File: config.mk
export PLATFORM = sky130hd
export DESIGN_NAME = utf8_chunk_deframer_top
export DESIGN_NICKNAME = d
export VERILOG_FILES = /design/src/rtl/ucd_pkg.sv /design/src/rtl/ucd_front.sv /design/src/rtl/ucd_back.sv /design/src/rtl/utf8_chunk_deframer_top.sv
export SDC_FILE = /design/constraint.sdc
export NUM_CORES = 1
export LEC_CHECK = 0
export BUFFER_PORTS_ARGS = -buffer_cell sky130_fd_sc_hd__buf_2
export CORE_MARGIN = 2
export CORE_UTILIZATION = 60
export CTS_BUF_LIST = sky130_fd_sc_hd__clkbuf_8
export CTS_CLUSTER_SIZE = 12
export DETAILED_ROUTE_END_ITERATION = 6
export GPL_TIMING_DRIVEN = 0
export PLACE_DENSITY = 0.79
export SLEW_MARGIN = 20
export SYNTH_ARGS = -nofsm -noshare
export SYNTH_HDL_FRONTEND = slang
export SYNTH_SLANG_ARGS = --single-unit
File: constraint.sdc
create_clock -name clk -period 9 [get_ports clk]
set_clock_uncertainty 0.2 [all_clocks]
set_input_delay 0.45 -clock clk [delete_from_list [all_inputs] [get_ports clk]]
set_output_delay 0.45 -clock clk [all_outputs]
set_load 0.02 [all_outputs]
File: src/rtl/ucd_pkg.sv
package ucd_pkg;

  localparam int unsigned BYTE_W = 8;
  localparam int unsigned CNT_W  = 16;

  typedef enum logic [0:0] {
    CFG_FINAL_TAG = 1'b0,
    CFG_CHUNK_TAG = 1'b1
  } cfg_idx_t;

  localparam logic [BYTE_W-1:0] FINAL_TAG_RST = 8'h53;
  localparam logic [BYTE_W-1:0] CHUNK_TAG_RST = 8'h73;

  localparam logic [BYTE_W-1:0] LEAD2_MASK = 8'hE0;
  localparam logic [BYTE_W-1:0] LEAD2_CODE = 8'hC0;
  localparam logic [BYTE_W-1:0] LEAD3_MASK = 8'hF0;
  localparam logic [BYTE_W-1:0] LEAD3_CODE = 8'hE0;
  localparam logic [BYTE_W-1:0] LEAD4_CODE = 8'hF0;

  typedef struct packed {
    logic [BYTE_W-1:0] data_byte;
    logic              start_req;
  } in_item_t;

  typedef struct packed {
    logic [BYTE_W-1:0] payload_byte;
    logic              payload_valid;
    logic              end_of_string;
    logic              bad_tag;
  } out_item_t;

  typedef struct packed {
    logic [BYTE_W-1:0] data_byte;
    logic              start_req;
    logic              is_chunk;
    logic              is_final;
    logic [1:0]        cont_cnt;
  } cls_item_t;

  function automatic logic [1:0] lead_cont(input logic [BYTE_W-1:0] b);
    logic [1:0] n;
    n = 2'd0;
    if ((b & LEAD2_MASK) == LEAD2_CODE) begin
      n = 2'd1;
    end else if ((b & LEAD3_MASK) == LEAD3_CODE) begin
      n = 2'd2;
    end else if ((b & LEAD3_MASK) == LEAD4_CODE) begin
      n = 2'd3;
    end
    return n;
  endfunction

endpackage

File: src/rtl/ucd_front.sv
module ucd_front import ucd_pkg::*; (
  input  logic              clk,
  input  logic              rst,
  input  logic              wr_en,
  input  cfg_idx_t          wr_index,
  input  logic [BYTE_W-1:0] wr_data,
  input  in_item_t          item,
  input  logic              item_valid,
  output logic              item_ready,
  output cls_item_t         head,
  output logic              head_valid,
  input  logic              head_pop
);

  logic [BYTE_W-1:0] final_tag;
  logic [BYTE_W-1:0] link_tag;
  cls_item_t         queue [2];
  logic              wr_ptr;
  logic              rd_ptr;
  logic [1:0]        count;
  logic              push;
  logic              pop;
  cls_item_t         cls;

  always_ff @(posedge clk) begin
    if (rst) begin
      final_tag <= FINAL_TAG_RST;
      link_tag  <= CHUNK_TAG_RST;
    end else if (wr_en) begin
      case (wr_index)
        CFG_FINAL_TAG: final_tag <= wr_data;
        CFG_CHUNK_TAG: link_tag  <= wr_data;
        default: ;
      endcase
    end
  end

  always_comb begin
    cls.data_byte = item.data_byte;
    cls.start_req = item.start_req;
    cls.is_chunk  = (item.data_byte == link_tag);
    cls.is_final  = (item.data_byte == final_tag);
    cls.cont_cnt  = lead_cont(item.data_byte);
  end

  assign item_ready = (count != 2'd2);
  assign push       = item_valid && item_ready;
  assign head_valid = (count != 2'd0);
  assign pop        = head_pop && head_valid;
  assign head       = queue[rd_ptr];

  always_ff @(posedge clk) begin
    if (push) begin
      queue[wr_ptr] <= cls;
    end
  end

  always_ff @(posedge clk) begin
    if (rst) begin
      wr_ptr <= 1'b0;
      rd_ptr <= 1'b0;
      count  <= 2'd0;
    end else begin
      if (push) begin
        wr_ptr <= ~wr_ptr;
      end
      if (pop) begin
        rd_ptr <= ~rd_ptr;
      end
      case ({push, pop})
        2'b10:   count <= count + 2'd1;
        2'b01:   count <= count - 2'd1;
        default: count <= count;
      endcase
    end
  end

endmodule

File: src/rtl/ucd_back.sv
module ucd_back import ucd_pkg::*; (
  input  logic      clk,
  input  logic      rst,
  input  cls_item_t head,
  input  logic      head_valid,
  output logic      head_pop,
  output out_item_t result,
  output logic      result_valid,
  input  logic      result_ready
);

  typedef enum logic [5:0] {
    PH_IDLE   = 6'b000001,
    PH_LEN_HI = 6'b000010,
    PH_LEN_LO = 6'b000100,
    PH_LEAD   = 6'b001000,
    PH_CONT   = 6'b010000,
    PH_TAG    = 6'b100000
  } phase_t;

  phase_t            phase, phase_next;
  logic [CNT_W-1:0]  chars_left, chars_left_next;
  logic [1:0]        cont_left, cont_left_next;
  logic              seg_chunk, seg_chunk_next;
  logic [BYTE_W-1:0] length_high, length_high_next;
  logic              emit;
  out_item_t         res;
  logic [CNT_W-1:0]  chars_dec;
  logic [1:0]        cont_dec;

  assign head_pop  = head_valid && (!result_valid || result_ready);
  assign chars_dec = chars_left - CNT_W'(1);
  assign cont_dec  = cont_left - 2'd1;

  always_comb begin
    phase_next       = phase;
    chars_left_next  = chars_left;
    cont_left_next   = cont_left;
    seg_chunk_next   = seg_chunk;
    length_high_next = length_high;
    emit             = 1'b0;
    res              = '0;
    if (head.start_req) begin
      chars_left_next  = '0;
      cont_left_next   = 2'd0;
      length_high_next = '0;
      if (head.is_chunk) begin
        seg_chunk_next = 1'b1;
        phase_next     = PH_LEN_HI;
      end else if (head.is_final) begin
        seg_chunk_next = 1'b0;
        phase_next     = PH_LEN_HI;
      end else begin
        seg_chunk_next = 1'b0;
        phase_next     = PH_IDLE;
        emit           = 1'b1;
        res.bad_tag    = 1'b1;
      end
    end else begin
      case (phase)
        PH_LEN_HI: begin
          length_high_next = head.data_byte;
          phase_next       = PH_LEN_LO;
        end
        PH_LEN_LO: begin
          chars_left_next = {length_high, head.data_byte};
          if ({length_high, head.data_byte} != '0) begin
            phase_next = PH_LEAD;
          end else if (seg_chunk) begin
            phase_next = PH_TAG;
          end else begin
            phase_next        = PH_IDLE;
            emit              = 1'b1;
            res.end_of_string = 1'b1;
          end
        end
        PH_LEAD: begin
          chars_left_next   = chars_dec;
          cont_left_next    = head.cont_cnt;
          emit              = 1'b1;
          res.payload_byte  = head.data_byte;
          res.payload_valid = 1'b1;
          if (head.cont_cnt != 2'd0) begin
            phase_next = PH_CONT;
          end else if (chars_dec == '0) begin
            res.end_of_string = !seg_chunk;
            phase_next        = seg_chunk ? PH_TAG : PH_IDLE;
          end
        end
        PH_CONT: begin
          cont_left_next    = cont_dec;
          emit              = 1'b1;
          res.payload_byte  = head.data_byte;
          res.payload_valid = 1'b1;
          if (cont_dec == 2'd0) begin
            if (chars_left != '0) begin
              phase_next = PH_LEAD;
            end else begin
              res.end_of_string = !seg_chunk;
              phase_next        = seg_chunk ? PH_TAG : PH_IDLE;
            end
          end
        end
        PH_TAG: begin
          seg_chunk_next = head.is_chunk;
          phase_next     = PH_LEN_HI;
        end
        default: phase_next = PH_IDLE;
      endcase
    end
  end

  always_ff @(posedge clk) begin
    if (rst) begin
      phase        <= PH_IDLE;
      chars_left   <= '0;
      cont_left    <= 2'd0;
      seg_chunk    <= 1'b0;
      length_high  <= '0;
      result_valid <= 1'b0;
    end else if (head_pop) begin
      phase        <= phase_next;
      chars_left   <= chars_left_next;
      cont_left    <= cont_left_next;
      seg_chunk    <= seg_chunk_next;
      length_high  <= length_high_next;
      result_valid <= emit;
    end else if (result_ready) begin
      result_valid <= 1'b0;
    end
  end

  always_ff @(posedge clk) begin
    if (head_pop && emit) begin
      result <= res;
    end
  end

endmodule

File: src/rtl/utf8_chunk_deframer_top.sv
// channel   direction  handshake                   payload
// item      in         item_valid / item_ready     in_item_t  (data_byte, start_req)
// result    out        result_valid / result_ready out_item_t (payload_byte, payload_valid,
//                                                              end_of_string, bad_tag)
// config    in         wr_en                       wr_index, wr_data
//
// One byte per clock sustained while result_ready stays high; a byte is registered in the
// queue, then its result in the result register (classify and queue, then the parser).
// A two-entry queue separates tag classification from the parser, so input is taken while
// a result waits. rst is synchronous: tags return to 'S' and 's', the queue empties and the
// parser goes idle. Header bytes give no result, save a bad tag or an empty final length.
module utf8_chunk_deframer_top import ucd_pkg::*; (
  input  logic              clk,
  input  logic              rst,
  input  logic              wr_en,
  input  cfg_idx_t          wr_index,
  input  logic [BYTE_W-1:0] wr_data,
  input  in_item_t          item,
  input  logic              item_valid,
  output logic              item_ready,
  output out_item_t         result,
  output logic              result_valid,
  input  logic              result_ready
);

  cls_item_t head;
  logic      head_valid;
  logic      head_pop;

  ucd_front u_front (
    .clk        (clk),
    .rst        (rst),
    .wr_en      (wr_en),
    .wr_index   (wr_index),
    .wr_data    (wr_data),
    .item       (item),
    .item_valid (item_valid),
    .item_ready (item_ready),
    .head       (head),
    .head_valid (head_valid),
    .head_pop   (head_pop)
  );

  ucd_back u_back (
    .clk          (clk),
    .rst          (rst),
    .head         (head),
    .head_valid   (head_valid),
    .head_pop     (head_pop),
    .result       (result),
    .result_valid (result_valid),
    .result_ready (result_ready)
  );

`ifndef SYNTHESIS
  a_bad_tag_alone: assert property (@(posedge clk) disable iff (rst)
    result_valid && result.bad_tag |-> !result.payload_valid && !result.end_of_string)
    else $error("bad_tag result carries payload or end flag");

  a_no_stray_byte: assert property (@(posedge clk) disable iff (rst)
    result_valid && !result.payload_valid |-> result.payload_byte == '0)
    else $error("payload_byte nonzero without payload_valid");

  a_head_held: assert property (@(posedge clk) disable iff (rst)
    head_valid && !head_pop |=> head_valid && $stable(head))
    else $error("queued item lost while parser stalled");

  a_pop_needs_slot: assert property (@(posedge clk) disable iff (rst)
    head_pop |-> head_valid && (!result_valid || result_ready))
    else $error("parser advanced into an occupied result register");
`endif

endmodule
After elaboration in Yosys (flattened, before gate mapping)
Memory sizes are Yosys's and may differ from the RTL's. A register that Yosys moved wholly into a read port is not among the register bits. Index checks and enable logic that the tools add are counted.

$add $sub $neg: 4. Equality and inequality tests: 15. Multiplexer cells: 41. Bitwise gates (word level): 4. Reduce and logical (&&, ||, !) cells: 28.

Operator list (number): two-way mux 6 bit (8); case mux 16 bit (2 select lines) (1); nonzero test 16 bit (2); case mux 6 bit (5 select lines) (1); two-way mux 1 bit (19); == test 8 bit (2); zero test 16 bit (1); two-way mux 16 bit (1); two-way mux 8 bit (2); subtractor 16 x 1 -> 16 bit, second input constant (1); AND reduction 2 bit (6); nonzero test 2 bit (6); two-way mux 2 bit (5); == test 4 bit, second input constant (2); case mux 2 bit (2 select lines) (2); == test 6 x 2 -> 1 bit, second input constant (1); == test 6 x 3 -> 1 bit, second input constant (1); == test 6 x 4 -> 1 bit, second input constant (1); == test 6 x 5 -> 1 bit, second input constant (1); == test 6 bit, second input constant (1); nonzero test 3 bit (2); logical AND 1 bit (4); inequality test 4 x 2 -> 1 bit, second input constant (1); NOT 1 bit (4); 14 further kinds (17).

Flip-flop bits (word level): 65. RAM bits: 26. Input port bits: 23. Output and inout port bits: 13. Memories: 1.

Memory list: u_front.queue (words 2, bits a word 13, rd ports 1, clocked after Yosys merged registers in 1, wr ports 1, line ucd_front.sv:17) `cls_item_t queue [2];`.

Logic depth before layout (Yosys ltp)
Gate-level depths: netlist of run 1.

Depth in word-level cells: 6. Mapped depth: 10. Depth with buffers taken out: 9.

Hierarchy
A second synthesis of run 1 with hierarchy kept.

Cells, all modules: 476. Area, all modules: 4626.9 sq um.

Modules (own cells, without submodules): ucd_back (times used 1, cells each 328, area an instance 2680.1 sq um, sequential area each 1011.0 sq um); ucd_front (times used 1, cells each 148, area an instance 1946.9 sq um, sequential area each 1201.2 sq um).

Least setup slack after synthesis of run 1
Ideal clock, no wire load.

Path kind: flip-flop to flip-flop. Start point: reg u_back.chars_left[0]. End point: reg u_back.phase[1]. Arrival: 2.651 ns. Data required time: 8.679 ns. Path slack: 6.028 ns. Cell stages (with the launch flop): 11. Clock period less this slack: 2.972 ns. Cells stage by stage: dfxtp_1 -> buf_6 -> inv_1 -> ha_1 -> or3b_4 -> o31ai_1 -> nand4b_1 -> or4_1 -> nor4_2 -> o31ai_4 -> mux2_4.

Word-level cells in the longest chain between the ends: 5. Elaborated cells on any way between the ends: 9.

RTL lines: start, declared (line ucd_back.sv:22) `logic [CNT_W-1:0] chars_left, chars_left_next;`; start signal, assigned (line ucd_back.sv:123) `chars_left <= chars_left_next;`; branches (longest 5 deep; another with subtractor 16 x 1 -> 16 bit); end signal, assigned (line ucd_back.sv:122) `phase <= phase_next;`; end, declared (line ucd_back.sv:21) `phase_t phase, phase_next;`.

Several ways; the timed one is not identified. The select of a mux whose other input is x is not followed. A chain may end at the register's enable or synchronous reset.

Worst setup path after layout of run 1
Start point: reg u_back.chars_left[2]. End point: reg u_back.result[1] (netlist name).

Word-level cells in the longest chain between the ends: 5. Elaborated cells on any way between the ends: 8.

RTL lines: subtractor 16 x 1 -> 16 bit (line ucd_back.sv:32) `assign chars_dec = chars_left - CNT_W'(1);`; zero test 16 bit (line ucd_back.sv:85) `end else if (chars_dec == '0) begin`; two-way mux 1 bit (line ucd_back.sv:85); two-way mux 1 bit (line ucd_back.sv:83) `if (head.cont_cnt != 2'd0) begin`; case mux 1 bit (3 select lines) * (line ucd_back.sv:60) `case (phase)`.

Mark *: on every way between the ends. The rest lies on a longest branch, timed or not.

==> results.cfg, run 1 <==
[worst_setup_path]
start_kind = flop
slowest_stage = nor4_1
cp_cell_sequence = buf_2 -> nor4_1 -> nand4_1 -> xnor2_1 -> or4_1 -> nor4_2 -> a221oi_1 -> a311oi_1
crit_buf_inv = 1
cp.required_ps = 8980
cp_max_fo = 10
crit_arrival_ps = 3620
ff2ff_setup_slack_ps = 5360
cpPeakStageDelay_ps = 700
cpLargestDelayFamily = simple AND/OR/NAND/NOR gates
crit_type = reg2reg
end_kind = flop

[yosys]
ys.flop_type = dfxtp_1
ys_ff_latch = 92
yosysTopAreaCell = edfxtp_1
synthCells = 510
synth.avg_cell_area_sq_um = 9.23
ys_seq_area_share_pct = 47.0
synth-async-reset-ratio_pct = 0
syn_area_sq_um = 4710
synth_edf_count = 37
synth.area.top_cells = edfxtp_1 24%, dfxtp_1 23%, nor2_1 5.2%, a21oi_1 4.4%, xnor2_1 4.3%
synth_top_area_share_pct = 23.6
yosysUniqueCellTypes = 65
yosysWarnings = 0
syn-num-nets = 537

[clock_network]
cts_buffers = 9
clk_latency_ps = 380
hold_buffers = 0
ctsResizeCount = 0
clkSinkCount = 92
cts_max_path_buffers = 2
clkTransAtPathRegs_ps = 110
post_cts_buffers = 0
htree_levels = 3
cts_tree = built
root_buffer = clkbuf_8

[finish]
final_nets = 583
final_cell_mix = 65 x nor2_1, 55 x dfxtp_1, 52 x nand2_1
syn_to_final_growth_pct = 11.0
final_common_cell = nor2_1
diodes = 0
fillers = 604
drive_gt1_share_pct = 14.3

[place]
port_buffers = 35
place_hpwl_um = 8170
dp_slack_ps = 5470
place_congestion = 0.894

[sta]
grt_setup_unrepaired = false
fin_crit_sh_pct = 40.4
worst_slack_ps = 5360
fmax_mhz = 275
slew_headroom_pct = 31.8
tightest_slew_ps = 1020
setup_tns_ps = 0
drv_slew = 0
hold_viol_final = 0
finalCriticalPeriod_ps = 3640
setup_violations = 0

[outcome]
status = finished clean

[power]
peakVddDrop_uv = 131
power_density_nw_per_um2 = 247
p_leak_nw = 1.93

[routing]
num_vias = 4055
wire_per_inst_um = 16.8
drtIter0Drc = 349
routed_via_density = 6.12
drt_wl_total_um = 11100
ant_nets = 0
drc = 0
dr.pass1.iters = 6

[die]
die_area_sq_um = 8570
core_area_sq_um = 7650
rows = 32
die_h_um = 92.6
start_util_pct = 61.5
io-pin-count = 36
die_x_um = 92.6

[global_routing]
grt_max_degree = 19
track_usage_pct = 27.4
grt.overflow.total = 0
antenna_found_initial = 0
grt_pass1_vias = 3769
grt_pass1_wl_um = 18200

[min_path]
hp-class = in2reg

[job]
cap_violations = 0
-- state kept, by name (all words and copies together), names as in the netlist, 2 cells and up, named ones only --
| signal | count |
|---|---|
| u_front.queue | 26 |
| u_back.chars_left | 16 |
| u_back.result | 11 |
| u_back.length_high | 8 |
| u_front.final_tag | 8 |
| u_front.link_tag | 8 |
| u_back.phase | 6 |
| u_back.cont_left | 2 |
| u_front.count | 2 |
-- synth_stat cells, types with 5 or more instances --
library cell,instances
and3_1,7
o211ai_1,5
inv_1,10
o21ai_0,21
dfxtp_1,55
mux2i_1,14
nand3b_1,5
nor2_1,65
a21oi_1,41
nand4_1,10
clkbuf_1,21
a211o_1,6
xnor2_1,23
a22oi_1,8
nand2b_1,7
nor3_1,30
nand3_1,7
edfxtp_1,37
nand2_1,52
nor4_1,8
-- through the flow --
step                      instances  power, W  area, sq um  hold slack, ps  util, %
after floorplan                 510  0.000870         4710             249        -
after global placement          647  0.000974         5010             259     65.5
after detailed placement        647  0.000984         5010             265     65.5
after CTS                       663   0.00128         5220            53.9     68.3
after global routing            663   0.00135         5220            50.0     68.3
final                           663   0.00129         5220            66.1     68.3
-- power breakdown --
group	switching, W	internal (W)
Combinational	0.000295	0.000171
Sequential	0.0000327	0.000488
Clock	0.000166	0.000136
-- layout make-up --
| cell class | count | area, sq um | share of cell area, % |
|---|---|---|---|
| multi-input combinational | 377 | 2290 | 43.8 |
| buffer | 31 | 170 | 3.26 |
| tap | 102 | 128 | 2.44 |
| sequential | 92 | 2210 | 42.4 |
| inverter | 10 | 37.5 | 0.719 |
| clock buffer | 9 | 124 | 2.37 |
| timing repair buffer | 35 | 175 | 3.35 |
| clock inverter | 7 | 90.1 | 1.72 |
-- cell families (layout without fill, tap and decap cells) --
group | Yosys count | in the layout | share of synthesized area, %
AO/OA/AOI/OAI | 106 | 106 | 14.5
XOR/XNOR | 27 | 27 | 5.03
adder cells (fa/ha/maj) | 4 | 4 | 1.06
buffers and inverters | 41 | 92 | 4.41
flip-flops | 92 | 92 | 47.0
multiplexers | 19 | 19 | 4.31
AND/OR/NAND/NOR | 221 | 221 | 23.6
-- final timing paths --
kind,cells after the start,start,end
max,8,u_back.chars_left[2]$_SDFFE_PP0P_,u_back.result[1]$_SDFFCE_PP0P_
min,1,item[0],u_front.queue[1][4]$_DFFE_PP_
max reg2reg,8,u_back.chars_left[2]$_SDFFE_PP0P_,u_back.result[1]$_SDFFCE_PP0P_
min reg2reg,2,u_front.link_tag[3]$_SDFFE_PP0P_,u_front.link_tag[3]$_SDFFE_PP0P_
-- layer usage --
layer / vias to the layer above / GRT usage [%] / share of wire, %
li1: 1937 / - / -
met1: 1910 / 35.0 / 44
met2: 181 / 45.6 / 47
met3: 27 / 4.80 / 7.4
met4: 0 / 12.2 / 2.4
met5: - / 0 / 0
No activity file was read; power rests on OpenSTA's default activity.
==> inputs of run 2 (changes only) <==
ABC_AREA = 1   (was not set)
clock period = 3.5 ns   (was 9 ns; I/O delays follow)
==> run 2 against run 1 <==
  * Sequential cell count unchanged
  * Utilization is 1.9 points higher
  * Non-clock buffer count is 3 higher
  * Sequential power increased to 2.9 times the previous value
  * Total power increased to 3.4 times the previous value
  * Combinational power increased to 4.7 times the previous value
  * Die area decreased by 1.3%
  * Critical endpoint is now u_back.result[6]$_SDFFCE_PP0P_
  * Largest cell class is now sequential cells
  * Largest power group is now combinational logic
==> results.cfg, run 2 <==
[outcome]
status = finished clean

[sta]
hold_viol_final = 0
tightest_slew_ps = 778
slew_headroom_pct = 47.6
fmax_mhz = 359
setup_violations = 0
grt_setup_unrepaired = false
finalCriticalPeriod_ps = 2790
setup_tns_ps = 0
fin_crit_sh_pct = 79.6
drv_slew = 0

[min_path]
whs_path_depth = 4
whs_endpoint = u_front.final_tag[4]$_SDFFE_PP1P_
min_from = wr_index
hp-class = in2reg

[job]
cap_violations = 0

[yosys]
ys_ff_latch = 92
syn_area_sq_um = 4640
synthCells = 572
synth_top_family_by_area = simple AND/OR/NAND/NOR gates
ys.flop_type = dfxtp_1
synth_xor_area_share_pct = 3.77
synth-simple-area-share_pct = 27.5
synthTopCellsByCount = 111 x nand2_1, 71 x nor2_1, 56 x inv_1, 55 x dfxtp_1, 42 x a21oi_1
ys_seq_area_share_pct = 47.6
synth-async-reset-ratio_pct = 0
synth_top_area_share_pct = 23.9
synth-adder-area-share_pct = 1.08
synth.avg_cell_area_sq_um = 8.12
yosysWarnings = 0
synth.area.top_cells = edfxtp_1 24%, dfxtp_1 24%, nand2_1 9.0%, nor2_1 5.7%, a21oi_1 4.5%
synth_most_common_cell = nand2_1
syn-num-nets = 599
synth_compound_area_share_pct = 12.2
synth_mux_area_share_pct = 0.862
synth_edf_count = 37
yosysUniqueCellTypes = 45
yosysTopAreaCell = edfxtp_1

[power]
comb_power_share_pct = 50.1
power.internal_w = 0.00241
p_sw_w = 0.00199
p_leak_nw = 2.21
p_sw_share_pct = 45.2
peakVddDrop_uv = 343
power_density_nw_per_um2 = 823
clock_power_share_pct = 15.8
seqPwrFrac_pct = 34.2

[clock_network]
clkTransAtPathRegs_ps = 90
clkSinkCount = 92
htree_levels = 3
cts_max_path_buffers = 2
ctsResizeCount = 0
cts_tree = built
cts_buffers = 9
clk_latency_ps = 360
root_buffer = clkbuf_8

[global_routing]
antenna_found_initial = 0
grt_max_degree = 16
grt_pass1_wl_um = 18300
grt.overflow.total = 0
grt_pass1_vias = 3978
track_usage_pct = 27.6

[worst_setup_path]
end_kind = flop
cp.required_ps = 3320
start_kind = flop
crit_type = reg2reg
regToRegEndpoint = u_back.result[6]$_SDFFCE_PP0P_
reg2reg_depth = 10
ff2ff_setup_slack_ps = 710
cp_max_fo = 11
crit_arrival_ps = 2610

[routing]
drt_wl_total_um = 11000
num_vias = 4070
drtIter0Drc = 398
routed_via_density = 5.46
ant_nets = 0
wire_per_inst_um = 14.7
drc = 0
dr.pass1.iters = 6

[die]
die_h_um = 92.0
die_area_sq_um = 8460
die_x_um = 92.0
start_util_pct = 61.0
io-pin-count = 36
rows = 32
core_area_sq_um = 7610

[finish]
largest_reg_flops = 26
final_cell_mix = 111 x nand2_1, 69 x nor2_1, 59 x inv_1
final_common_cell = nand2_1
diodes = 0
regMostFlops = u_front.queue
syn_to_final_growth_pct = 15.0
fillers = 652
largestRegisters = u_front.queue: 26 flops, u_back.chars_left: 16 flops, u_back.result: 11 flops
instances_no_fill = 745
drive_gt1_share_pct = 16.0
final_nets = 665

[place]
place_hpwl_um = 7930
port_buffers = 35
place_congestion = 0.933
dpl.cell_count = 709
==> run 2: cell count changes after synthesis, moves of 11 or more <==
cell,delta
nand2_1,+59
o21ai_0,+11
nand3_1,+24
nor3_1,-26
inv_1,+46
clkbuf_1,-15
nand2_2,+12
==> run 2: cell families (layout without fill, tap and decap cells) <==
kind of cell / count (synthesis) / after routing
simple gates: 275 / 275
compound gates: 100 / 100
flops: 92 / 92
buf+inv: 77 / 148
xor+xnor: 20 / 20
fa+ha+maj: 4 / 4
mux: 4 / 4
==> run 2: power by group through the flow <==
stage                     Clock (W)  Sequential [W]  Combinational [W]
after global placement            0         0.00151            0.00207
after floorplan                   0         0.00151            0.00162
after CTS                  0.000694         0.00150            0.00216
after global routing       0.000738         0.00153            0.00246
final                      0.000692         0.00150            0.00220
after detailed placement          0         0.00152            0.00213
==> run 2: cell type report <==
class	count	area, sq um	share of cell area [%]
Timing Repair Buffer	55	375	7.03
Tap cell	102	128	2.39
Inverter	63	239	4.48
Buffer	14	83.8	1.57
Clock buffer	9	124	2.32
Clock inverter	7	62.6	1.17
Sequential cell	92	2210	41.4
Multi-Input combinational cell	403	2110	39.6
==> run 2: timing repair <==
action / in CTS / in global routing
buffers inserted: 0 / 0
endpoints found under the hold margin: 39 / 0
hold buffers: 20 / 0
==> run 2: per-layer routing <==
metal	GRT usage (%)	up-vias	wire length (um)
met3	3.37	19	575
met2	46.1	132	5220
met5	0	-	0
li1	-	2038	-
met4	11.6	0	238
met1	36.5	1881	4920
==> run 2: through the flow <==
stage                     worst slack [ps]  cell area, sq um  hold WS, ps  total power (W)  util [%]
after floorplan                       1380              4640         53.0          0.00314         -
after global placement                 801              4950          163          0.00358      65.0
after detailed placement               791              4950          178          0.00365      65.0
after CTS                              765              5330         8.33          0.00435      70.1
after global routing                   593              5340         58.0          0.00473      70.2
final                                  715              5340         24.7          0.00439      70.2
==> run 2: worst max path at each step <==
stage	depth (start not counted)	slack, ps	from	to
after floorplan	11	1380	flop	u_back.result[0]$_SDFFCE_PN0P_
after global placement	10	800	flop	u_back.result[1]$_SDFFCE_PP0P_
after detailed placement	10	790	flop	u_back.result[4]$_SDFFCE_PP0P_
after CTS	10	760	flop	u_back.result[2]$_SDFFCE_PP0P_
after global routing	10	590	flop	u_back.result[4]$_SDFFCE_PP0P_
final	10	710	flop	u_back.result[6]$_SDFFCE_PP0P_
==> run 2: worst max-delay path, stage by stage, from the launching register on <==
cell,delay (ps)
dfxtp_1,420
inv_2,120
o21ai_0,650
nand4_1,190
nor2_2,190
nand4_1,110
nand2_1,90
inv_2,50
nand2_2,60
nand2_2,60
inv_1,300
==> inputs of run 3 (changes only) <==
ABC_AREA = 0   (was 1)
CORE_UTILIZATION = 56   (was 60)
PLACE_DENSITY = 0.77   (was 0.79)
clock period = 2.4 ns   (was 3.5 ns; I/O delays follow)
==> run 3 against run 2 <==
  * The run now ends with negative setup slack left
  * Via count grew 5.7%
  * Combinational power shrank 2%
  * Sequential cell count is the same
  * Utilization grew 1.5 points
  * Die area grew 8.2%
  * Sequential share of layout area shrank 3.6 points
  * Critical endpoint is now u_back.phase[1]$_SDFFE_PP0P_
==> results.cfg, run 3 (synthesis results as in run 1) <==
[worst_setup_path]
r2r_start = u_back.chars_left[0]$_SDFFE_PP0P_
ff2ff_setup_slack_ps = -520
crit_top_cell = or4_4
cpPeakStageDelay_ps = 560
worstSetupStartpoint = u_back.chars_left[0]$_SDFFE_PP0P_
cp_cell_sequence = buf_8 -> or4_4 -> o41ai_4 -> nand4b_1 -> or4_4 -> nor4_4 -> o31ai_4 -> mux2_4
crit_arrival_ps = 2970
cp.required_ps = 2450
cp_max_fo = 5
start_kind = flop
regToRegEndpoint = u_back.phase[1]$_SDFFE_PP0P_
end_kind = flop
crit_type = reg2reg
reg2reg_depth = 8
slowest_stage = or4_4

[sta]
fin_crit_sh_pct = 122
hold_viol_final = 0
grt_setup_unrepaired = true
drv_slew = 0
worst_slack_ps = -522
slew_headroom_pct = 55.7
tightest_slew_ps = 663
whs_ps = 63.3
setup_violations = 6
finalCriticalPeriod_ps = 2920
fmax_mhz = 342

[global_routing]
grt_pass1_wl_um = 20200
grt.overflow.total = 0
track_usage_pct = 29.0
grt_pass1_vias = 4210
grt_max_degree = 18
antenna_found_initial = 0

[power]
p_leak_nw = 2.22
comb_power_share_pct = 40.6
p_sw_share_pct = 37.0
clock_power_share_pct = 22.0
seqPwrFrac_pct = 37.3
power_density_nw_per_um2 = 904
peakVddDrop_uv = 387
power.internal_w = 0.00333
p_sw_w = 0.00196
report.power.total_w = 0.00529

[die]
rows = 33
start_util_pct = 57.6
io-pin-count = 36
core_area_sq_um = 8180
die_x_um = 95.7
die_h_um = 95.7
die_area_sq_um = 9150

[routing]
drtIter0Drc = 310
wire_per_inst_um = 17.6
drt_wl_total_um = 12400
ant_nets = 0
dr.pass1.iters = 5
num_vias = 4300
drc = 0
routed_via_density = 6.06

[min_path]
min_from = wr_index
whs_path_depth = 4
whs_endpoint = u_front.link_tag[3]$_SDFFE_PP0P_
hp-class = in2reg

[clock_network]
clkTransAtPathRegs_ps = 100
cts_buffers = 9
htree_levels = 3
cts_tree = built
clk_latency_ps = 370
cts_max_path_buffers = 2
clkSinkCount = 92
root_buffer = clkbuf_8

[place]
port_buffers = 35
place_congestion = 0.933
dp_slack_ps = -746
place_hpwl_um = 8450

[finish]
diodes = 0
drive_gt1_share_pct = 22.2
final_common_cell = nor2_1
syn_to_final_growth_pct = 24.5
final_nets = 626
final_cell_mix = 62 x nor2_1, 53 x dfxtp_1, 52 x nand2_1
largest_reg_flops = 26
largestRegisters = u_front.queue: 26 flops, u_back.chars_left: 16 flops, u_back.result: 11 flops
regMostFlops = u_front.queue

[outcome]
status = finished, violations left
violations = negative setup slack

[job]
cap_violations = 0
run 3: changes by cell type in the layout (fill, tap and decap cells not counted), sizes merged, moves of 7 or more:
cell    change
nand2      -73
inv        -51
nor3       +28
buf        +26
nand3      -26
nor2       -20
o21ai      -17
clkbuf     +14
mux2i      +11
xnor2       +9
and3        +8
nor4        +8
nand2b      +7
run 3: worst max-delay path, delay by kind of cell (launching register included):
| family | cells | cell delay [ps] |
|---|---|---|
| buffers and inverters | 1 | 120 |
| multiplexers | 1 | 320 |
| AND/OR/NAND/NOR | 4 | 1440 |
| AO/OA/AOI/OAI | 2 | 380 |
| flip-flops | 1 | 340 |
run 3: final cells by class:
cell class              count  area (sq um)
multi-input cells         377          2470
fillers                   609          2320
flip-flops and latches     92          2210
repair buffers             81           591
plain buffers              28           181
well taps                 105           131
clock buffers               9           124
clock inverters             7           100
inverters                  10          42.5
run 3: power by group through the flow:
stage                     Clock [W]  Combinational (W)  Sequential [W]
final                       0.00117            0.00215         0.00198
after floorplan                   0            0.00133         0.00198
after global placement            0            0.00173         0.00198
after global routing        0.00124            0.00233         0.00200
after CTS                   0.00119            0.00195         0.00197
after detailed placement          0            0.00176         0.00199
run 3: how the worst max path moves through the flow:
stage / endpoint / slack (ps) / cells past startpoint
global placement: u_back.result[1]$_SDFFCE_PP0P_ / -750 / 10
global route: u_back.phase[1]$_SDFFE_PP0P_ / -600 / 8
floorplan: u_back.phase[1]$_SDFFE_PP0P_ / -430 / 10
finish: u_back.phase[1]$_SDFFE_PP0P_ / -520 / 8
CTS: u_back.result[1]$_SDFFCE_PP0P_ / -520 / 10
detailed placement: u_back.result[1]$_SDFFCE_PP0P_ / -750 / 10
run 3: timing repair:
action                                 in CTS  in global routing
endpoints found under the hold margin      43                  0
hold buffers                               20                  0
pin swaps                                  11                 11
buffers inserted                           15                 11
gates resized for setup                    19                 20
setup endpoints to repair                  44                 44
run 3: layer usage:
metal / part of all wire (%) / GRT usage [%]
met4: 3.6 / 14.0
met5: 0 / 0
met1: 42 / 35.1
met3: 5.1 / 5.14
met2: 50 / 49.8
run 3: metrics by stage:
stage	cells	area, sq um	setup TNS [ps]	utilization, %
finish	709	5860	-2860	71.7
global route	709	5860	-3670	71.7
CTS	700	5710	-2730	69.9
detailed placement	650	5070	-15060	62.1
global placement	650	5070	-14700	62.1
floorplan	510	4770	-1900	-
